File: src/design/otrb_pkg.sv
// shared types and constants for the overwriting trace ring
`default_nettype none

package otrb_pkg;

    localparam int RING_ENTRIES_DEF = 32;

    localparam int PAGE_W   = 40;
    localparam int VCPU_W   = 8;
    localparam int STAMP_W  = 64;
    localparam int WINDOW_W = 32;
    localparam int LIMIT_W  = 16;
    localparam int CNT_W    = 32;
    localparam int ADDR_W   = 52;
    localparam int DCOUNT_W = 6;
    localparam int ADDR_LSB = 12;

    localparam int S_TDATA_W = 160;
    localparam int M_TDATA_W = 168;

    typedef enum logic {
        OP_LOG   = 1'b0,
        OP_DRAIN = 1'b1
    } t_op;

    typedef enum logic {
        KIND_ENTRY   = 1'b0,
        KIND_SUMMARY = 1'b1
    } t_kind;

    typedef enum logic [1:0] {
        ST_IDLE,
        ST_READ,
        ST_SEND,
        ST_SUM
    } t_state;

    typedef struct packed {
        logic [VCPU_W-1:0]   vcpu;
        logic [WINDOW_W-1:0] window;
        logic [STAMP_W-1:0]  stamp;
        logic [PAGE_W-1:0]   page;
    } t_entry;

    typedef struct packed {
        logic log_wr;
        logic drain_start;
        logic entry_adv;
        logic show_sum;
    } t_dp_cmd;

    typedef struct packed {
        logic remain_zero;
        logic remain_one;
    } t_dp_sts;

endpackage

`default_nettype wire

File: src/design/otrb_ctrl.sv
// controller state machine for the trace ring: accepts items and sequences drains
`default_nettype none

module otrb_ctrl (
    input  wire logic             i_clk,
    input  wire logic             i_rst_n,
    input  wire logic             s_axis_tvalid,
    output logic                  s_axis_tready,
    input  wire logic             i_op,
    output logic                  m_axis_tvalid,
    input  wire logic             m_axis_tready,
    output otrb_pkg::t_dp_cmd     o_cmd,
    input  wire otrb_pkg::t_dp_sts i_sts
);
    import otrb_pkg::*;

    t_state r_state;
    t_state n_state;

    always_ff @(posedge i_clk) begin
        if (!i_rst_n) begin
            r_state <= ST_IDLE;
        end else begin
            r_state <= n_state;
        end
    end

    always_comb begin
        n_state       = r_state;
        s_axis_tready = 1'b0;
        m_axis_tvalid = 1'b0;
        o_cmd         = '0;
        unique case (r_state)
            ST_IDLE: begin
                s_axis_tready = 1'b1;
                if (s_axis_tvalid) begin
                    if (t_op'(i_op) == OP_DRAIN) begin
                        o_cmd.drain_start = 1'b1;
                        n_state           = ST_READ;
                    end else begin
                        o_cmd.log_wr = 1'b1;
                    end
                end
            end
            // memory read of the oldest entry is in flight
            ST_READ: begin
                n_state = i_sts.remain_zero ? ST_SUM : ST_SEND;
            end
            ST_SEND: begin
                m_axis_tvalid = 1'b1;
                if (m_axis_tready) begin
                    o_cmd.entry_adv = 1'b1;
                    if (i_sts.remain_one) begin
                        n_state = ST_SUM;
                    end
                end
            end
            ST_SUM: begin
                m_axis_tvalid  = 1'b1;
                o_cmd.show_sum = 1'b1;
                if (m_axis_tready) begin
                    n_state = ST_IDLE;
                end
            end
            default: begin
                n_state = ST_IDLE;
            end
        endcase
    end

endmodule

`default_nettype wire

File: config.mk
export PLATFORM = sky130hd
export DESIGN_NAME = otrb_ctrl
export DESIGN_NICKNAME = d
export VERILOG_FILES = /design/src/design/otrb_pkg.sv /design/src/design/otrb_ctrl.sv
export SDC_FILE = /design/constraint.sdc
export NUM_CORES = 1
export LEC_CHECK = 0
export BUFFER_PORTS_ARGS = -buffer_cell sky130_fd_sc_hd__buf_2
export CAP_MARGIN = 20
export CORE_AREA = 2 2 39 41
export DETAILED_ROUTE_END_ITERATION = 8
export DIE_AREA = 0 0 41 43
export GPL_TIMING_DRIVEN = 0
export SETUP_SLACK_MARGIN = 0.1
export SLEW_MARGIN = 20
export SYNTH_ARGS = -nofsm -noshare
export SYNTH_HDL_FRONTEND = slang
export SYNTH_SLANG_ARGS = --single-unit
export TNS_END_PERCENT = 30
File: constraint.sdc
create_clock -name i_clk -period 1.9 [get_ports i_clk]
set_input_delay 0.19 -clock i_clk [delete_from_list [all_inputs] [get_ports i_clk]]
set_output_delay 0.19 -clock i_clk [all_outputs]
set_load 0.005 [all_outputs]
# Word level (Yosys, flattened, before mapping)
# Cells that the tools add are included.
# Widths: inputs -> output; s select.
# op_classes
n_mux,16
reduce_logical,3
eq_ne,8
# op_table
operator,count
$mux 2,7
$ne 2x2->1 const B,5
$mux 1,8
$pmux 2 s4,1
$reduce_and 5->1,1
$eq 2x2->1 const B,2
$eq 2x1->1 const B,1
$logic_not 2->1,1
$reduce_or 2->1,1
# word_totals
output_inout_bits,6
elab_cells,28
reg_bits,2

# Depth between registers and ports, before layout
# Gate-level depths: netlist of run 1.
# logic_depth
ltp_word,3
depth_mapped,5
ltp_nobuf,5

# Worst setup path before layout of run 1
# No wires, ideal clock.
# synth_timing
path_kind,flip-flop to flip-flop
startpoint,reg r_state[0]
endpoint,reg r_state[0]
period_less_slack_ns,1.554
path_stages_with_launch,6
slack_ns,0.346
setup_time_ns,0.061
arrival_time_ns,1.493
cell_sequence,dfxtp_1 inv_1 ha_1 or2_4 a222oi_1 o221a_1
# synth_between
elab_chain_cells,3
# synth_rtl
item,line,rtl
start: declaration,otrb_ctrl.sv:17,t_state r_state;
start signal: assignment,otrb_ctrl.sv:24,r_state <= n_state;
$eq 2x2->1 or $logic_not 2->1 (tied branches),otrb_ctrl.sv:33,unique case (r_state)
$ne 2x2->1 (no source line),--,
$reduce_and 5->1 (no source line),--,
# Several ways; a longest one is shown, not always the timed one.
# A chain may end at the register's enable or synchronous reset.

# Worst setup path in the final report of run 1
# Same ends and word-level chain as after synthesis.

==> impl_metrics.tcl, run 1 <==
set metrics [dict create \
    clkTransAtPathRegs_ns 0.03 \
    tns_ns 0 \
    core_mm2 0.00138 \
    wire_per_inst_um 7.80 \
    power_frac_comb_pct 54.1 \
    tightest_slew_ns 0.442 \
    power.density_mw_per_mm2 1240 \
    drv_slew 0 \
    worstReg2RegEnd "r_state[0]$_SDFFE_PN0P_" \
    dieArea_mm2 0.00176 \
    power.internal_mw 0.242 \
    cts_made_buffers 3 \
    insertion_delay_ns 0.22 \
    hpwl_um 351 \
    clock_power_share_pct 24.3 \
    setup_ws_ns 0.224 \
    pre_cts_ws_ns 0.205 \
    fp-row-count 14 \
    cts_hold_buffers 0 \
    synth.cell_area_um2 203 \
    rsz0062_at_grt "no" \
    critPathRequiredTime_ns 2.06 \
    drive_above_1_share_pct 48.7 \
    worstHoldPathType "in2reg" \
    grt_first_pass_wirelength_um 738 \
    cp_max_fo 5 \
    diodes 0 \
    synth_fp_nets 35 \
    maxCapViolCount 0 \
    place.gp.congestion 0.673 \
    drc 0 \
    nets 52 \
    fin_crit_sh_pct 88.2 \
    fin_crit_ns 1.68 \
    die_h_um 43 \
    clk_path_buf_depth 2 \
    yosys_warnings 0 \
    r2r_start "r_state[0]$_SDFFE_PN0P_" \
    via_count 218 \
    area_growth_pct 51.2 \
    swShare_pct 36.1 \
    ant_nets 0 \
    die_w_um 41 \
    grt_max_degree 6 \
    grt_util_all_layers_pct 6.81 \
    ir_drop_uv 374 \
    ios 13 \
    min_to "r_state[0]$_SDFFE_PN0P_" \
    hold_violations 0 \
    p_leak_nw 0.179 \
    crit_path_start_kind "flip-flop" \
    initial_utilization_pct 14.6 \
    path_class "reg2reg" \
    regMostFlops "r_state" \
    grt_pass1_vias 204 \
    yosys-top-cells-area "ha_1 25%, dfxtp_1 20%, inv_1 7.4%" \
    reg2reg_depth 5 \
    vias_per_cell 3.96 \
    synthCells 24 \
    finalSetupViolCount 0 \
    worstSetupEndpointType "flip-flop" \
    drt-initial-drc-count 4 \
    grt_antenna_before_repair 0 \
    max-slew-margin-rel_pct 70.5 \
    synth.avg_cell_area_um2 8.45 \
    overflow 0 \
    drtPass1Iterations 4 \
    rrSetupSlack_ns 0.22 \
    hold_depth 2 \
    root_buffer "clkbuf_4" \
    seqPwrFrac_pct 21.6 \
    h-tree-depth 1 \
    drt_wl_total_um 429 \
    clkSinkCount 2 \
    ys_ff_latch 2 \
    synth-seq-area-share_pct 19.8 \
    largest_reg_flops 2 \
    run_status "completed" \
    synth_top_area_share_pct 24.7 \
    yosysTopAreaCell "ha_1" \
    power_switching_mw 0.137 \
    fmax_mhz 597 \
    io_buffer_count 12 \
    top_regs "r_state x2" \
    fin_util_pct 22.2 \
    hp-start "i_rst_n" \
    synthDistinctLibCells 13 \
    cts_tree "done" \
    skew_ns 0.00251 \
    arrival_ns 1.83 \
]
stage by stage:
step	total power [mW]	cells	cell area, um2	hold WS [ns]
detailed placement	0.287	52	283	0.479
floorplan	0.224	24	203	0.332
global route	0.428	55	307	0.249
global placement	0.284	52	283	0.476
finish	0.380	55	307	0.242
CTS	0.388	55	305	0.239
cells in the final DEF (no fill, tap or decap):
master and n:
and2_2 1, ha_1 4, a222oi_1 1, a211o_1 1, inv_1 4, dfxtp_1 1, and3_1 2, mux2i_1 1
clkbuf_4 3, a22o_2 1, buf_2 12, nand2_1 4, nor2_1 1, dfxtp_2 1, or2_4 1, o221a_1 1
routing by layer:
metal / track usage (%) / vias up / share of wire [%]
li1: - / 115 / -
met1: 7.64 / 94 / 46
met2: 8.13 / 9 / 45
met3: 4.71 / 0 / 9.3
met4: 6.00 / 0 / 0
met5: 0 / - / 0
layout make-up:
cell class                      count  area [um2]
Fill cell                         153        1080
Multi-Input combinational cell     18         148
Timing Repair Buffer               12        60.1
Sequential cell                     2        41.3
Clock buffer                        3        22.5
Tap cell                           16        20.0
Inverter                            4        15.0
power groups by stage:
stage	sequential, mW	combinational, mW	clock [mW]
3_5_place_dp	0.0806	0.207	0
4_1_cts	0.0798	0.207	0.101
6_report	0.0819	0.206	0.0923
5_1_grt	0.0874	0.238	0.102
3_3_place_gp	0.0801	0.204	0
2_1_floorplan	0.0758	0.148	0
cells by family (layout without fill, tap and decap cells):
kind of cell	after synthesis	count (layout)	share of synthesized area, %
AND/OR/NAND/NOR	9	9	23.5
adder cells (fa/ha/maj)	4	4	24.7
AO/OA/AOI/OAI	4	4	19.8
buffers and inverters	4	19	7.41
flip-flops	2	2	19.8
multiplexers	1	1	4.94
Yosys cell counts:
cell type,number
inv_1,4
mux2i_1,1
nand2_1,4
and2_2,1
a211o_1,1
and3_1,2
ha_1,4
a222oi_1,1
or2_4,1
nor2_1,1
a22o_2,1
o221a_1,1
dfxtp_1,2
timing repair:
| action | 4_1_cts | 5_1_grt |
|---|---|---|
| setup buffers | 0 | 0 |
| endpoints found under the setup margin | 0 | 2 |
| gates resized for setup | 0 | 1 |
worst max path at each step:
stage	from	endpoint	slack, ns	cells past startpoint
floorplan	r_state[0]$_SDFFE_PN0P_	r_state[0]$_SDFFE_PN0P_	0.35	5
global placement	r_state[0]$_SDFFE_PN0P_	r_state[0]$_SDFFE_PN0P_	0.23	5
detailed placement	r_state[0]$_SDFFE_PN0P_	r_state[0]$_SDFFE_PN0P_	0.20	5
CTS	r_state[0]$_SDFFE_PN0P_	r_state[0]$_SDFFE_PN0P_	0.20	5
global route	r_state[0]$_SDFFE_PN0P_	r_state[0]$_SDFFE_PN0P_	0.12	5
finish	r_state[0]$_SDFFE_PN0P_	r_state[0]$_SDFFE_PN0P_	0.22	5
critical path, cell delays in order, from the launching register on:
cell and delay, ns:
dfxtp_2 0.35, inv_1 0.08, ha_1 0.24, or2_4 0.25
a222oi_1 0.44, o221a_1 0.26
Power figures use the tool's default switching activity.
==> inputs of run 2 (changes only) <==
--- a/config.mk
+++ b/config.mk
@@ -5,6 +5,7 @@
 export SDC_FILE = /design/constraint.sdc
 export NUM_CORES = 1
 export LEC_CHECK = 0
+export ABC_AREA = 1
 export BUFFER_PORTS_ARGS = -buffer_cell sky130_fd_sc_hd__buf_2
 export CAP_MARGIN = 20
 export CORE_AREA = 2 2 39 41
==> constraint.sdc (replaced) <==
create_clock -name i_clk -period 1.9 [get_ports i_clk]
set_input_delay 0.285 -clock i_clk [delete_from_list [all_inputs] [get_ports i_clk]]
set_output_delay 0.285 -clock i_clk [all_outputs]
set_load 0.005 [all_outputs]
==> run 2 against run 1 <==
Wire length grew 14%. Global-route usage shrank 0.20 points. Sequential power shrank 11%. Via count grew 22%. Count of clock-buffer cells in the layout is the same. Clock skew shrank 0.0011 ns. Critical path depth is the same. Synthesized area grew 18%. Cell count grew 31%. Largest power group unchanged.
==> impl_metrics.tcl, run 2 <==
set metrics [dict create \
    run_status "completed" \
    largest_reg_flops 2 \
    cpPeakStageDelay_ns 0.37 \
    grt_first_pass_wirelength_um 752 \
    tns_ns 0 \
    hpwl_um 409 \
    drv_slew 0 \
    dieArea_mm2 0.00176 \
    synthAdderAreaFrac_pct 20.9 \
    synthCells 41 \
    ios 13 \
    crit_path_start_kind "flip-flop" \
    top_regs "r_state x2" \
    crit_slowest_cell "dfxtp_1" \
    area_growth_pct 42.9 \
    synth.cell_area_um2 239 \
    yosys_warnings 0 \
    cp_max_fo 4 \
    drt-initial-drc-count 0 \
    diodes 0 \
    drc 0 \
    cts_made_buffers 3 \
    synth.area.mux_share_pct 0 \
    vias_per_cell 3.69 \
    synth_top_family_by_area "simple AND/OR/NAND/NOR gates" \
    path_class "reg2out" \
    regMostFlops "r_state" \
    ant_nets 0 \
    max-slew-margin-rel_pct 89.5 \
    drt_wl_total_um 487 \
    initial_utilization_pct 17.3 \
    yosysTopAreaCell "ha_1" \
    yosys-top-cells-area "ha_1 21%, nand2_1 17%, dfxtp_1 17%" \
    fmax_mhz 647 \
    finalSetupViolCount 0 \
    synth-seq-area-share_pct 16.8 \
    insertion_delay_ns 0.22 \
    critPathRequiredTime_ns 1.62 \
    ys_ff_latch 2 \
    clkTransAtPathRegs_ns 0.03 \
    place.gp.congestion 0.772 \
    stdcell_area_um2 342 \
    ctsResizeCount 0 \
    clk_path_buf_depth 2 \
    hold_violations 0 \
    ir_drop_uv 312 \
    crit_chain "inv_1 > ha_1 > nor2_1 > inv_1 > buf_2" \
    nets 69 \
    path_buf_inv 3 \
    p_leak_nw 0.230 \
    final_cell_mix "12 x buf_2, 11 x nand2_1, 10 x inv_1" \
    wire_per_inst_um 6.76 \
    synth_simple_gate_area_share_pct 36.6 \
    die_h_um 43 \
    synth_fp_nets 52 \
    synth_top_area_share_pct 20.9 \
    fin_crit_sh_pct 81.3 \
    fin_hold_ws_ns 0.309 \
    h-tree-depth 1 \
    synth-xor-area-share_pct 0 \
    final_common_cell "buf_2" \
    synthDistinctLibCells 11 \
    io_buffer_count 12 \
    clkSinkCount 2 \
    synth.most_common_cell "nand2_1" \
    grt_pass1_vias 201 \
    overflow 0 \
    root_buffer "clkbuf_4" \
    grt_util_all_layers_pct 6.61 \
    fp-row-count 14 \
    cts_hold_buffers 0 \
    worstSetupEndpointType "primary output" \
    rsz0062_at_grt "no" \
    synth.avg_cell_area_um2 5.83 \
    synthFlopType "dfxtp_1" \
    synth_compound_area_share_pct 9.95 \
    ys_top_cells_by_count "11 x nand2_1, 10 x inv_1, 8 x nor2_1" \
    worstHoldPathType "in2reg" \
    placed_area_um2 319 \
    drive_above_1_share_pct 28.6 \
    arrival_ns 1.26 \
    die_w_um 41 \
    crit_top_cell "inv_1" \
    fin_crit_ns 1.54 \
    grt_antenna_before_repair 0 \
    synth_edf_count 0 \
    via_count 266 \
    postSynth.asyncResetShare_pct 0 \
    maxCapViolCount 0 \
    grt_max_degree 5 \
    cts_tree "done" \
    core_mm2 0.00138 \
    power.density_mw_per_mm2 1190 \
    cp_top_family "flip-flops" \
    tightest_slew_ns 0.158 \
    drtPass1Iterations 1 \
    postCtsSetupBuffers 0 \
    skew_ns 0.00140 \
]
[run 2: metrics by stage]
step	std cells	total power, mW	util, %	setup WS (ns)
after floorplan	41	0.250	-	0.714
after global placement	69	0.316	23.1	0.592
after detailed placement	69	0.319	23.1	0.585
after CTS	72	0.418	24.7	0.341
after global routing	72	0.464	24.7	0.239
final	72	0.406	24.7	0.355
[run 2: worst register-to-register path: stages (launching register included)]
cell and delay (ns):
dfxtp_1 0.37, inv_1 0.11, ha_1 0.26, nor2_1 0.13
nor2_1 0.06, nor2_1 0.08, nand2_1 0.06, nand2_1 0.05
nor2_1 0.04
[run 2: worst paths after layout]
kind | start | cells after the start | endpoint | slack [ns]
min reg2reg | r_state[1]$_SDFFE_PN0P_ | 4 | r_state[1]$_SDFFE_PN0P_ | 0.62
max | r_state[0]$_SDFFE_PN0P_ | 5 | m_axis_tvalid | 0.36
max reg2reg | r_state[0]$_SDFFE_PN0P_ | 8 | r_state[0]$_SDFFE_PN0P_ | 0.63
min | i_rst_n | 3 | r_state[1]$_SDFFE_PN0P_ | 0.31
[run 2: routing by layer]
metal | wire (um) | track usage (%)
met5 | 0 | 0
met4 | 0 | 6.00
met3 | 59 | 3.14
met2 | 191 | 6.56
met1 | 236 | 9.55
[run 2: cell type report]
class / count / area, um2
well taps: 16 / 20.0
flip-flops and latches: 2 / 40.0
inverters: 10 / 37.5
multi-input cells: 29 / 161
clock buffers: 3 / 22.5
repair buffers: 12 / 60.1
fillers: 169 / 1040
[run 2: cell families (layout without fill, tap and decap cells)]
group	count (synthesis)	in the layout
AOI/OAI and AO/OA	3	3
adders and majority gates	4	4
buffers and inverters	10	25
DFF	2	2
and+or+nand+nor	22	22
[run 2: report_power, final]
group / internal, mW / switching (mW)
logic: 0.103 / 0.139
clock network: 0.0695 / 0.0220
registers: 0.0585 / 0.0144
